<file path="config.mk">
export PLATFORM = sky130hd
export DESIGN_NAME = sensor_frame_running_average
export DESIGN_NICKNAME = d
export VERILOG_FILES = /design/src/sv/sfra_pkg.sv /design/src/sv/sensor_frame_running_average.sv /design/src/sv/sfra_div.sv
export SDC_FILE = /design/constraint.sdc
export NUM_CORES = 1
export LEC_CHECK = 0
export ABC_AREA = 1
export ABC_CLOCK_PERIOD_IN_PS = 15600
export CORE_ASPECT_RATIO = 2
export CORE_MARGIN = 1.5
export CORE_UTILIZATION = 60
export CTS_CLUSTER_SIZE = 24
export DETAILED_ROUTE_END_ITERATION = 10
export DONT_BUFFER_PORTS = 1
export PLACE_DENSITY = 0.8
export SLEW_MARGIN = 20
export SYNTH_ARGS = -nofsm -noshare
export SYNTH_HDL_FRONTEND = slang
export SYNTH_SLANG_ARGS = --single-unit
</file>
<file path="constraint.sdc">
create_clock -name clk -period 15.6 [get_ports clk]
set_input_delay 3.12 -clock clk [delete_from_list [all_inputs] [get_ports clk]]
set_output_delay 3.12 -clock clk [all_outputs]
set_load 0.01 [all_outputs]
</file>
<file path="src/sv/sfra_pkg.sv">
`timescale 1ns / 1ps
`default_nettype none

package sfra_pkg;

    localparam int BYTE_W      = 8;
    localparam int IDX_W       = 4;
    localparam int CNT_W       = 8;
    localparam int SAMPLE_W    = 16;
    localparam int AVG_W       = 24;
    localparam int FRAC_W      = 8;
    localparam int ACC_W       = 32;
    localparam int STEP_W      = $clog2(ACC_W);
    localparam int STATUS_W    = 2;
    localparam int IN_TDATA_W  = 8;
    localparam int OUT_FIELD_W = AVG_W + SAMPLE_W + STATUS_W;
    localparam int OUT_TDATA_W = ((OUT_FIELD_W + 7) / 8) * 8;

    localparam logic [IDX_W-1:0] HIGH_POS  = IDX_W'(3);
    localparam logic [IDX_W-1:0] LOW_POS   = IDX_W'(4);
    localparam logic [IDX_W-1:0] INDEX_MAX = '1;

    localparam logic [CNT_W-1:0] MAX_COUNT_RST = CNT_W'(16);

    typedef enum logic [STATUS_W-1:0] {
        STAT_UPDATED = 2'd0,
        STAT_ZERO    = 2'd1,
        STAT_SHORT   = 2'd2
    } status_t;

    typedef enum logic [2:0] {
        ST_IDLE,
        ST_EVAL,
        ST_MUL,
        ST_START,
        ST_DIV,
        ST_OUT
    } state_t;

endpackage

`default_nettype wire

</file>
<file path="src/sv/sensor_frame_running_average.sv">
`timescale 1ns / 1ps
`default_nettype none

// channel   | direction | tdata (low bit up)                                   | tuser / tlast
// ----------+-----------+------------------------------------------------------+--------------------
// s_axis    | in        | [7:0] rx_byte                                        | tlast = frame_end
// m_axis    | out       | [23:0] average_q8, [39:24] sample_tenths,            | none
//           |           | [41:40] status, [47:42] zero                         |
// cfg       | in        | cfg_wdata = max_count, written when cfg_we is high   | none
//
// bytes without frame end are taken back to back while the block is idle
// a frame end byte of a short frame or a zero reading passes through the eval and
// output states, and the result is then loaded into the output register
// an updating frame end passes through the eval, multiply, divider start, divide and
// output states: the product term is registered, then the restoring divider produces
// one quotient bit per cycle
// the input is stalled while a frame end is worked on, and the result waits in the
// output register until taken; rst_n clears control state, average and count, and
// sets the cap to 16
module sensor_frame_running_average (
    input  wire logic                             clk,
    input  wire logic                             rst_n,
    input  wire logic                             s_axis_tvalid,
    output logic                                  s_axis_tready,
    input  wire logic [sfra_pkg::IN_TDATA_W-1:0]  s_axis_tdata,  // [7:0] rx_byte
    input  wire logic                             s_axis_tlast,  // frame_end
    output logic                                  m_axis_tvalid,
    input  wire logic                             m_axis_tready,
    output logic [sfra_pkg::OUT_TDATA_W-1:0]      m_axis_tdata,  // average_q8, sample_tenths,
                                                                  // status, zero fill
    input  wire logic                             cfg_we,
    input  wire logic [sfra_pkg::CNT_W-1:0]       cfg_wdata      // max_count
);
    import sfra_pkg::*;

    // fsm
    state_t state_reg;
    state_t state_next;

    // control decoded from state
    logic in_accept;
    logic eval_en;
    logic acc_load;
    logic div_start;
    logic out_load;

    // frame capture
    logic [IDX_W-1:0]  byte_index_reg;
    logic [BYTE_W-1:0] high_byte_reg;
    logic [BYTE_W-1:0] low_byte_reg;
    logic              frame_ok_reg;

    // averaging state
    logic [CNT_W-1:0]  max_count_reg;
    logic [CNT_W-1:0]  sample_count_reg;
    logic [AVG_W-1:0]  average_reg;
    logic [ACC_W-1:0]  acc_reg;
    status_t           status_reg;

    // output register
    logic                m_valid_reg;
    logic [AVG_W-1:0]    out_avg_reg;
    logic [SAMPLE_W-1:0] out_sample_reg;
    status_t             out_status_reg;

    logic [SAMPLE_W-1:0] reading;
    logic [CNT_W-1:0]    cap;
    logic [CNT_W-1:0]    count_m1;
    logic [ACC_W-1:0]    product;
    logic [ACC_W-1:0]    acc_next;
    logic                div_done;
    logic [ACC_W-1:0]    div_quot;
    logic                out_free;

    assign reading  = {high_byte_reg, low_byte_reg};
    // a cap of zero acts as one
    assign cap      = (max_count_reg == '0) ? CNT_W'(1) : max_count_reg;
    assign count_m1 = sample_count_reg - CNT_W'(1);
    // avg * (n - 1) + v * 256, always below 2^32 since the quotient fits 24 bits
    assign product  = {{(ACC_W-AVG_W){1'b0}}, average_reg}
                      * {{(ACC_W-CNT_W){1'b0}}, count_m1};
    assign acc_next = product + {{(ACC_W-SAMPLE_W-FRAC_W){1'b0}}, reading, {FRAC_W{1'b0}}};
    assign out_free = ~m_valid_reg | m_axis_tready;

    // next state
    always_comb
    begin
        state_next = state_reg;
        case (state_reg)
            ST_IDLE:
            begin
                if (s_axis_tvalid && s_axis_tlast)
                begin
                    state_next = ST_EVAL;
                end
            end
            ST_EVAL:
            begin
                if (frame_ok_reg && (reading != '0))
                begin
                    state_next = ST_MUL;
                end
                else
                begin
                    state_next = ST_OUT;
                end
            end
            ST_MUL:   state_next = ST_START;
            ST_START: state_next = ST_DIV;
            ST_DIV:
            begin
                if (div_done)
                begin
                    state_next = ST_OUT;
                end
            end
            ST_OUT:
            begin
                if (out_free)
                begin
                    state_next = ST_IDLE;
                end
            end
            default:  state_next = ST_IDLE;
        endcase
    end

    // outputs of the fsm
    always_comb
    begin
        s_axis_tready = 1'b0;
        eval_en       = 1'b0;
        acc_load      = 1'b0;
        div_start     = 1'b0;
        out_load      = 1'b0;
        case (state_reg)
            ST_IDLE:  s_axis_tready = 1'b1;
            ST_EVAL:  eval_en       = 1'b1;
            ST_MUL:   acc_load      = 1'b1;
            ST_START: div_start     = 1'b1;
            ST_DIV:   ;
            ST_OUT:   out_load      = out_free;
            default:  ;
        endcase
    end

    assign in_accept = s_axis_tvalid & s_axis_tready;

    always_ff @(posedge clk or negedge rst_n)
    begin
        if (!rst_n)
        begin
            state_reg <= ST_IDLE;
        end
        else
        begin
            state_reg <= state_next;
        end
    end

    // config register; the user must write it only while idle, the block does not enforce this
    always_ff @(posedge clk or negedge rst_n)
    begin
        if (!rst_n)
        begin
            max_count_reg <= MAX_COUNT_RST;
        end
        else if (cfg_we)
        begin
            max_count_reg <= cfg_wdata;
        end
    end

    // byte counter and capture of bytes 3 and 4
    always_ff @(posedge clk or negedge rst_n)
    begin
        if (!rst_n)
        begin
            byte_index_reg <= '0;
            high_byte_reg  <= '0;
            low_byte_reg   <= '0;
            frame_ok_reg   <= 1'b0;
        end
        else if (in_accept)
        begin
            if (byte_index_reg == HIGH_POS)
            begin
                high_byte_reg <= s_axis_tdata[BYTE_W-1:0];
            end
            else if (byte_index_reg == LOW_POS)
            begin
                low_byte_reg <= s_axis_tdata[BYTE_W-1:0];
            end
            if (s_axis_tlast)
            begin
                byte_index_reg <= '0;
                // at least five bytes including this one
                frame_ok_reg   <= (byte_index_reg >= LOW_POS);
            end
            else if (byte_index_reg != INDEX_MAX)
            begin
                byte_index_reg <= byte_index_reg + IDX_W'(1);
            end
        end
    end

    // count, average and status
    always_ff @(posedge clk or negedge rst_n)
    begin
        if (!rst_n)
        begin
            sample_count_reg <= '0;
            average_reg      <= '0;
            status_reg       <= STAT_UPDATED;
        end
        else
        begin
            if (eval_en)
            begin
                if (!frame_ok_reg)
                begin
                    status_reg <= STAT_SHORT;
                end
                else if (reading == '0)
                begin
                    status_reg <= STAT_ZERO;
                end
                else
                begin
                    status_reg <= STAT_UPDATED;
                    // a count above a lowered cap is kept as it is
                    if (sample_count_reg < cap)
                    begin
                        sample_count_reg <= sample_count_reg + CNT_W'(1);
                    end
                end
            end
            if ((state_reg == ST_DIV) && div_done)
            begin
                average_reg <= div_quot[AVG_W-1:0];
            end
        end
    end

    always_ff @(posedge clk)
    begin
        if (acc_load)
        begin
            acc_reg <= acc_next;
        end
    end

    sfra_div u_div (
        .clk      (clk),
        .rst_n    (rst_n),
        .start    (div_start),
        .dividend (acc_reg),
        .divisor  (sample_count_reg),
        .done     (div_done),
        .quotient (div_quot)
    );

    // output register, frees while the next frame is taken in
    always_ff @(posedge clk or negedge rst_n)
    begin
        if (!rst_n)
        begin
            m_valid_reg <= 1'b0;
        end
        else if (out_load)
        begin
            m_valid_reg <= 1'b1;
        end
        else if (m_axis_tready)
        begin
            m_valid_reg <= 1'b0;
        end
    end

    always_ff @(posedge clk)
    begin
        if (out_load)
        begin
            out_avg_reg    <= average_reg;
            out_sample_reg <= (status_reg == STAT_SHORT) ? '0 : reading;
            out_status_reg <= status_reg;
        end
    end

    assign m_axis_tvalid = m_valid_reg;
    assign m_axis_tdata  = {{(OUT_TDATA_W-OUT_FIELD_W){1'b0}},
                            out_status_reg, out_sample_reg, out_avg_reg};

endmodule

`default_nettype wire

</file>
<file path="src/sv/sfra_div.sv">
`timescale 1ns / 1ps
`default_nettype none

// restoring divider, one quotient bit per cycle
module sfra_div (
    input  wire logic                       clk,
    input  wire logic                       rst_n,
    input  wire logic                       start,
    input  wire logic [sfra_pkg::ACC_W-1:0] dividend,
    input  wire logic [sfra_pkg::CNT_W-1:0] divisor,
    output logic                            done,
    output logic [sfra_pkg::ACC_W-1:0]      quotient
);
    import sfra_pkg::*;

    logic              busy_reg;
    logic              done_reg;
    logic [STEP_W-1:0] step_reg;
    logic [ACC_W-1:0]  dvd_reg;
    logic [CNT_W-1:0]  rem_reg;
    logic [CNT_W-1:0]  dsr_reg;

    logic [CNT_W:0]    rem_shift;
    logic [CNT_W+1:0]  diff;
    logic              q_bit;

    // shift in next dividend bit, trial subtract
    assign rem_shift = {rem_reg, dvd_reg[ACC_W-1]};
    assign diff      = {1'b0, rem_shift} - {2'b00, dsr_reg};
    assign q_bit     = ~diff[CNT_W+1];

    always_ff @(posedge clk or negedge rst_n)
    begin
        if (!rst_n)
        begin
            busy_reg <= 1'b0;
            done_reg <= 1'b0;
            step_reg <= '0;
        end
        else
        begin
            done_reg <= 1'b0;
            if (start)
            begin
                busy_reg <= 1'b1;
                step_reg <= '0;
            end
            else if (busy_reg)
            begin
                step_reg <= step_reg + STEP_W'(1);
                if (step_reg == STEP_W'(ACC_W - 1))
                begin
                    busy_reg <= 1'b0;
                    done_reg <= 1'b1;
                end
            end
        end
    end

    always_ff @(posedge clk)
    begin
        if (start)
        begin
            dvd_reg <= dividend;
            rem_reg <= '0;
            dsr_reg <= divisor;
        end
        else if (busy_reg)
        begin
            // dividend register fills up with quotient bits from the bottom
            dvd_reg <= {dvd_reg[ACC_W-2:0], q_bit};
            rem_reg <= q_bit ? diff[CNT_W-1:0] : rem_shift[CNT_W-1:0];
        end
    end

    assign done     = done_reg;
    assign quotient = dvd_reg;

endmodule

`default_nettype wire

</file>
==> results of run 1 <==
## power by group through the flow
stage               clock network, W  logic (W)  registers (W)
finish                      0.000450    0.00203       0.000916
global route                0.000474    0.00228       0.000932
CTS                         0.000457    0.00202       0.000916
detailed placement                 0    0.00200       0.000926
global placement                   0    0.00197       0.000919
floorplan                          0    0.00141       0.000876
## cells by family (layout without fill, tap and decap cells)
group	count (synthesis)	count (layout)	share of synthesized area, %
adder cells (fa/ha/maj)	226	226	27.0
other	1	6	0.0256
buffers and inverters	365	366	9.77
XOR/XNOR	32	32	1.92
AND/OR/NAND/NOR	631	631	17.9
AO/OA/AOI/OAI	170	170	6.23
flip-flops	196	196	37.2
## through the flow
stage	setup WS, ps	instances	instance area [sq um]	power [W]
6_report	8910	1914	15500	0.00340
2_1_floorplan	10030	1626	14700	0.00229
3_5_place_dp	9000	1882	14900	0.00292
3_3_place_gp	9020	1882	14900	0.00289
5_1_grt	8500	1914	15500	0.00369
4_1_cts	8960	1914	15500	0.00340
## worst max-delay path by stage
stage                        to  cells after the start                 from  slack [ps]
finish              acc_reg[21]                     21  sample_count_reg[0]        8910
detailed placement  acc_reg[21]                     21  sample_count_reg[0]        9000
floorplan           acc_reg[20]                     25  sample_count_reg[0]       10030
global placement    acc_reg[21]                     21  sample_count_reg[0]        9020
global route        acc_reg[23]                     25  sample_count_reg[0]        8500
CTS                 acc_reg[21]                     21  sample_count_reg[0]        8960
## area by class of cell
| class | instances | share of cell area (%) |
|---|---|---|
| inverter | 323 | 7.83 |
| timing repair buffer | 11 | 0.533 |
| sequential | 196 | 35.1 |
| multi-input combinational | 1065 | 50.4 |
| clock buffer | 19 | 2.86 |
| tap | 287 | 2.32 |
| clock inverter | 13 | 1.01 |
## routing by layer
metal | part of all wire, % | vias up | track usage [%]
li1 | - | 5002 | -
met2 | 54 | 393 | 56.1
met3 | 3.8 | 148 | 4.57
met1 | 34 | 5321 | 33.4
met4 | 8.2 | 0 | 22.3
met5 | 0 | - | 0
## layout by cell type (no fill, tap or decap), types with 2 or more instances in the layout
cell and instances:
a21o_1 4, a21oi_1 42, a22oi_1 2, a31oi_1 5, buf_4 11, bufinv_16 3, clkbuf_16 17, clkinv_1 5
clkinv_4 3, clkinvlp_4 2, conb_1 6, dfrtp_1 73, dfxtp_1 8, edfxtp_1 114, fa_1 150, ha_1 76
inv_1 317, inv_2 4, nand2_1 324, nand2_2 4, nand2_4 2, nand3_1 41, nand4_1 8, nor2_1 204
nor2_2 4, nor2_4 5, nor3_1 18, nor3_2 5, nor4_1 9, o211ai_1 7, o21ai_0 101, o21bai_1 4
or2_2 4, xnor2_1 10, xor2_1 22
## worst reg2reg max path: cells and delay by family (launching register included)
kind / cells / cell delay, ps
fa+ha+maj: 6 / 2830
simple gates: 10 / 2070
buf+inv: 4 / 650
flops: 1 / 580
xor+xnor: 1 / 340
==> results.py, run 1 <==
metrics = {
    "logic_synthesis": {
        "netlist_area_sq_um": 14600,
        "ys_top_cells_by_count": "nand2_1 (324), inv_1 (318), nor2_1 (206)",
        "ys.flop_type": "edfxtp_1",
        "synth_seq_cells": 196,
        "postSynthCellCount": 1621,
        "synth_seq_area_share_pct": 37.2,
        "synthArstFlopShare_pct": 37.8,
        "synth_top_area_share_pct": 23.4,
        "synthTopCellsByArea": "edfxtp_1 (23%), fa_1 (21%), dfrtp_1 (12%)",
        "yosys.cell_count.top_type": "nand2_1",
        "synth_edf_count": 114,
        "yosys.area.top_type": "edfxtp_1",
        "synth_cell_type_count": 45,
        "yosys_warnings": 0,
        "synth_area_per_cell_sq_um": 9.03,
    },
    "grt": {
        "grt_max_degree": 75,
        "grt_pass1_wl_mm": 59.6,
        "antenna_found_initial": 0,
        "grt_overflow": 0,
        "grt_pass1_vias": 11400,
        "grt_usage_pct": 31.4,
    },
    "cells_and_area": {
        "multiInputGateArea_sq_um": 7800,
        "seqCellArea_sq_um": 5440,
        "antenna_cells": 0,
        "final.fill_count": 1914,
        "synthToLayoutAreaGrowth_pct": 5.86,
        "drive_gt1_share_pct": 4.30,
        "fin_util_pct": 64.7,
        "final_nets": 1862,
    },
    "sta": {
        "worstMarginPinSlew_ps": 817,
        "fmaxAchievable_mhz": 150,
        "setup_viol": 0,
        "period_minus_slack_ps": 6690,
        "rsz0062_at_grt": "false",
        "maxSlewHeadroom_pct": 45.0,
        "fin_tns_setup_ps": 0,
        "final_max_slew_viol_count": 0,
        "fin_crit_sh_pct": 42.9,
        "hold_violations": 0,
        "whs_ps": 460,
        "finalClockSkew_ps": 14.8,
    },
    "clock_tree": {
        "clk_latency_ps": 460,
        "cts_root_buf": "clkbuf_16",
        "ctsHoldBuffers": 0,
        "cts_made_buffers": 17,
        "cts_tree": "built",
        "path_clk_slew_ps": 70,
        "ctsResizeCount": 0,
        "cts.sinks": 196,
        "htree_levels": 4,
        "cts_setup_buffers": 0,
        "clk_path_buf_depth": 2,
    },
    "route": {
        "wl_per_cell_microns": 19.2,
        "drt_iter0_drc": 669,
        "firstDrtPassIters": 5,
        "num_vias": 10900,
        "wl_mm": 36.8,
        "drc": 0,
        "viasPerCell": 5.68,
        "postRouteAntennaNets": 0,
    },
    "placement": {
        "numPortBuffers": 0,
        "place_congestion": 1.01,
        "dp_hpwl_mm": 29.3,
    },
    "critical_path": {
        "reg2reg_to": "acc_reg[21]",
        "cpMaxStageDelayCell": "dfrtp_1",
        "path_buf_inv": 4,
        "startpoint_type": "flop",
        "rr_startpoint": "sample_count_reg[0]",
        "path_cells": "inv_1, ha_1, nand2_1, nor3_1, or2_2, nand2_2, nor2_1, fa_1, inv_1, fa_1, fa_1, fa_1, inv_1, ha_1, nand2_1, nor2_1, inv_1, nor3_1, nand4_1, nand3_1, xor2_1",
        "cp_top_family": "adder cells",
        "slowest_delay_ps": 580,
        "crit_fanout": 21,
        "reg2reg_slack_ps": 8910,
        "cp.required_ps": 15830,
        "arrival_ps": 6920,
        "path_class": "flop to flop",
        "endpoint_kind": "flop",
        "rr_worst_depth": 21,
    },
    "min_path": {
        "min-delay-start": "status_reg[1]",
        "whs_path_depth": 0,
        "holdCritPathClass": "flop to flop",
        "worstHoldEndpoint": "out_status_reg[1]",
    },
    "power_and_ir_drop": {
        "p_sw_share_pct": 50.7,
        "peakVddDrop_uv": 159,
        "netSwitchingPower_w": 0.00172,
        "p_seq_share_pct": 26.9,
        "p_leak_nw": 7.28,
        "powerDensity_nw_per_um2": 220,
        "combinationalPowerShare_pct": 59.8,
        "power.share.clock_pct": 13.2,
        "internal_power_w": 0.00168,
    },
    "floorplanning": {
        "die_w_microns": 113,
        "die-area_sq_um": 25400,
        "pin_count": 72,
        "start_util_pct": 61.2,
        "design.core.area_sq_um": 23900,
        "die_y_microns": 224,
        "rows": 80,
    },
    "status": {
        "status": "completed",
    },
    "flow_run": {
        "max_cap_violations": 0,
    },
}
Note: power is estimated with default switching activity, not from simulation.
==> run 2, diff against run 1 <==
Settings changed: ABC_CLOCK_PERIOD_IN_PS 15600 to 5500, CORE_UTILIZATION 60 to 59, PLACE_DENSITY 0.8 to 0.82.
Clock period 15.6 ns to 5.5 ns, I/O delays scaled along.
==> run 2 against run 1 <==
  * Hold slack worse by 130 ps
  * Utilization is 0.79 points higher
  * Critical path type unchanged
  * Setup slack worse by 8700 ps
  * Highest routed layer unchanged
  * Via count is 2.0% higher
==> results.py, run 2 (synthesis results as in run 1) <==
metrics = {
    "status": {
        "status": "completed",
    },
    "cells_and_area": {
        "drive_gt1_share_pct": 8.38,
        "final_nets": 1882,
        "final_area_sq_um": 16000,
        "synthToLayoutAreaGrowth_pct": 9.39,
        "final.fill_count": 1857,
        "final_cell_mix": "inv_1 (316), nand2_1 (314), nor2_1 (197)",
        "fin_util_pct": 65.5,
        "final_common_cell": "inv_1",
        "antenna_cells": 0,
    },
    "floorplanning": {
        "die-area_sq_um": 25800,
        "die_w_microns": 114,
        "pin_count": 72,
        "rows": 81,
        "start_util_pct": 59.9,
        "die_y_microns": 226,
        "design.core.area_sq_um": 24400,
    },
    "clock_tree": {
        "htree_levels": 4,
        "path_clk_slew_ps": 80,
        "cts.sinks": 196,
        "ctsHoldBuffers": 0,
        "cts_tree": "built",
        "clk_path_buf_depth": 2,
        "cts_root_buf": "clkbuf_16",
        "cts_made_buffers": 17,
        "clk_latency_ps": 470,
    },
    "route": {
        "firstDrtPassIters": 5,
        "drt_iter0_drc": 726,
        "route.met2.wl_mm": 19.5,
        "maxUsedRoutingLayer": "met4",
        "postRouteAntennaNets": 0,
        "route.met3.wl_mm": 1.83,
        "wl_per_cell_microns": 18.5,
        "wl_mm": 36.5,
        "viasPerCell": 5.60,
        "drc": 0,
        "m1WireLength_mm": 12.0,
        "num_vias": 11100,
    },
    "power_and_ir_drop": {
        "finalPower_w": 0.0102,
        "powerDensity_nw_per_um2": 636,
        "p_leak_nw": 7.44,
        "power.share.clock_pct": 13.2,
        "peakVddDrop_uv": 316,
        "p_seq_share_pct": 25.2,
        "p_sw_share_pct": 50.1,
        "internal_power_w": 0.00508,
        "combinationalPowerShare_pct": 61.6,
        "netSwitchingPower_w": 0.00510,
    },
    "flow_run": {
        "max_cap_violations": 0,
    },
    "sta": {
        "final_max_slew_viol_count": 0,
        "hold_violations": 0,
        "fmaxAchievable_mhz": 188,
        "worstMarginPinSlew_ps": 887,
        "finalClockSkew_ps": 9.69,
        "setup_viol": 0,
        "fin_crit_sh_pct": 96.5,
        "period_minus_slack_ps": 5310,
        "maxSlewHeadroom_pct": 40.8,
    },
    "critical_path": {
        "reg2reg_slack_ps": 190,
        "arrival_ps": 5520,
        "reg2reg_to": "acc_reg[24]",
        "endpoint_kind": "flop",
        "rr_worst_depth": 20,
        "rr_startpoint": "sample_count_reg[2]",
        "crit_fanout": 17,
        "crit_path_start": "sample_count_reg[2]",
        "cp.required_ps": 5720,
        "path_class": "flop to flop",
        "startpoint_type": "flop",
    },
    "grt": {
        "grt_pass1_vias": 11600,
        "grt_overflow": 0,
        "antenna_found_initial": 0,
        "grt_usage_pct": 30.5,
        "grt_max_degree": 75,
        "grt_pass1_wl_mm": 58.7,
    },
    "placement": {
        "dpl_cell_area_sq_um": 15100,
        "numPortBuffers": 0,
        "place_congestion": 1.01,
        "dp_hpwl_mm": 28.5,
    },
    "min_path": {
        "holdCritPathClass": "primary input to asynchronous set/reset pin",
    },
}
run 2: cell types whose count changed in the layout (fill, tap and decap cells not counted), moves of 7 or more:
| cell | previous run | this run |
|---|---|---|
| a21oi_1 | 42 | 35 |
| a21oi_2 | 0 | 7 |
| buf_4 | 11 | 25 |
| ha_1 | 76 | 69 |
| nand2_1 | 324 | 314 |
| nand2_2 | 4 | 14 |
| nor2_1 | 204 | 197 |
run 2: what timing repair did:
action                                  4_1_cts  5_1_grt
endpoints found under the setup margin        4       17
pin swaps                                     0        3
gates resized for setup                       4       60
buffers inserted                              0        1
run 2: worst max-delay path by stage:
stage	endpoint	slack, ps	cells past startpoint
6_report	acc_reg[24]	190	20
2_1_floorplan	acc_reg[20]	30	25
4_1_cts	acc_reg[24]	40	20
3_3_place_gp	acc_reg[21]	-20	22
5_1_grt	acc_reg[24]	-50	20
3_5_place_dp	acc_reg[21]	-120	22
run 2: power groups by stage:
stage	Combinational [W]	Clock (W)	Sequential (W)
2_1_floorplan	0.00401	0	0.00248
3_3_place_gp	0.00555	0	0.00257
3_5_place_dp	0.00566	0	0.00259
4_1_cts	0.00579	0.00136	0.00256
5_1_grt	0.00698	0.00140	0.00261
6_report	0.00627	0.00135	0.00256
run 2: critical path, stage by stage (launching register included):
cell and delay (ps):
dfrtp_1 410, buf_4 210, nor2_1 80, nand2_1 100
nor3_2 50, or2_2 290, nand2_2 100, buf_8 180
nor2_1 80, fa_1 510, inv_1 60, fa_1 520
fa_1 540, fa_1 560, inv_1 80, ha_2 340
a21oi_2 190, o21ai_0 170, a21oi_1 200, nand3_1 190
xor2_1 180
run 2: area by class of cell:
type	count	area [sq um]	share of cell area, %
inverters	323	1220	7.60
clock buffers	19	443	2.77
repair buffers	31	289	1.81
multi-input cells	1065	8020	50.1
clock inverters	13	186	1.16
flip-flops and latches	196	5440	34.0
well taps	332	415	2.60
run 2: metal layers:
layer  up-vias  track usage, %
met5         -               0
met4         0            23.3
met1      5395            31.1
li1       5038               -
met2       483            55.1
met3       163            4.67
run 2: metrics by stage:
step | hold WS (ps) | setup TNS [ps] | instances | setup slack, ps
2_1_floorplan | 423 | 0 | 1626 | 33.8
3_3_place_gp | 435 | -22.5 | 1945 | -22.5
3_5_place_dp | 445 | -119 | 1945 | -119
4_1_cts | 300 | 0 | 1977 | 38.0
5_1_grt | 315 | -139 | 1979 | -47.5
6_report | 331 | 0 | 1979 | 191
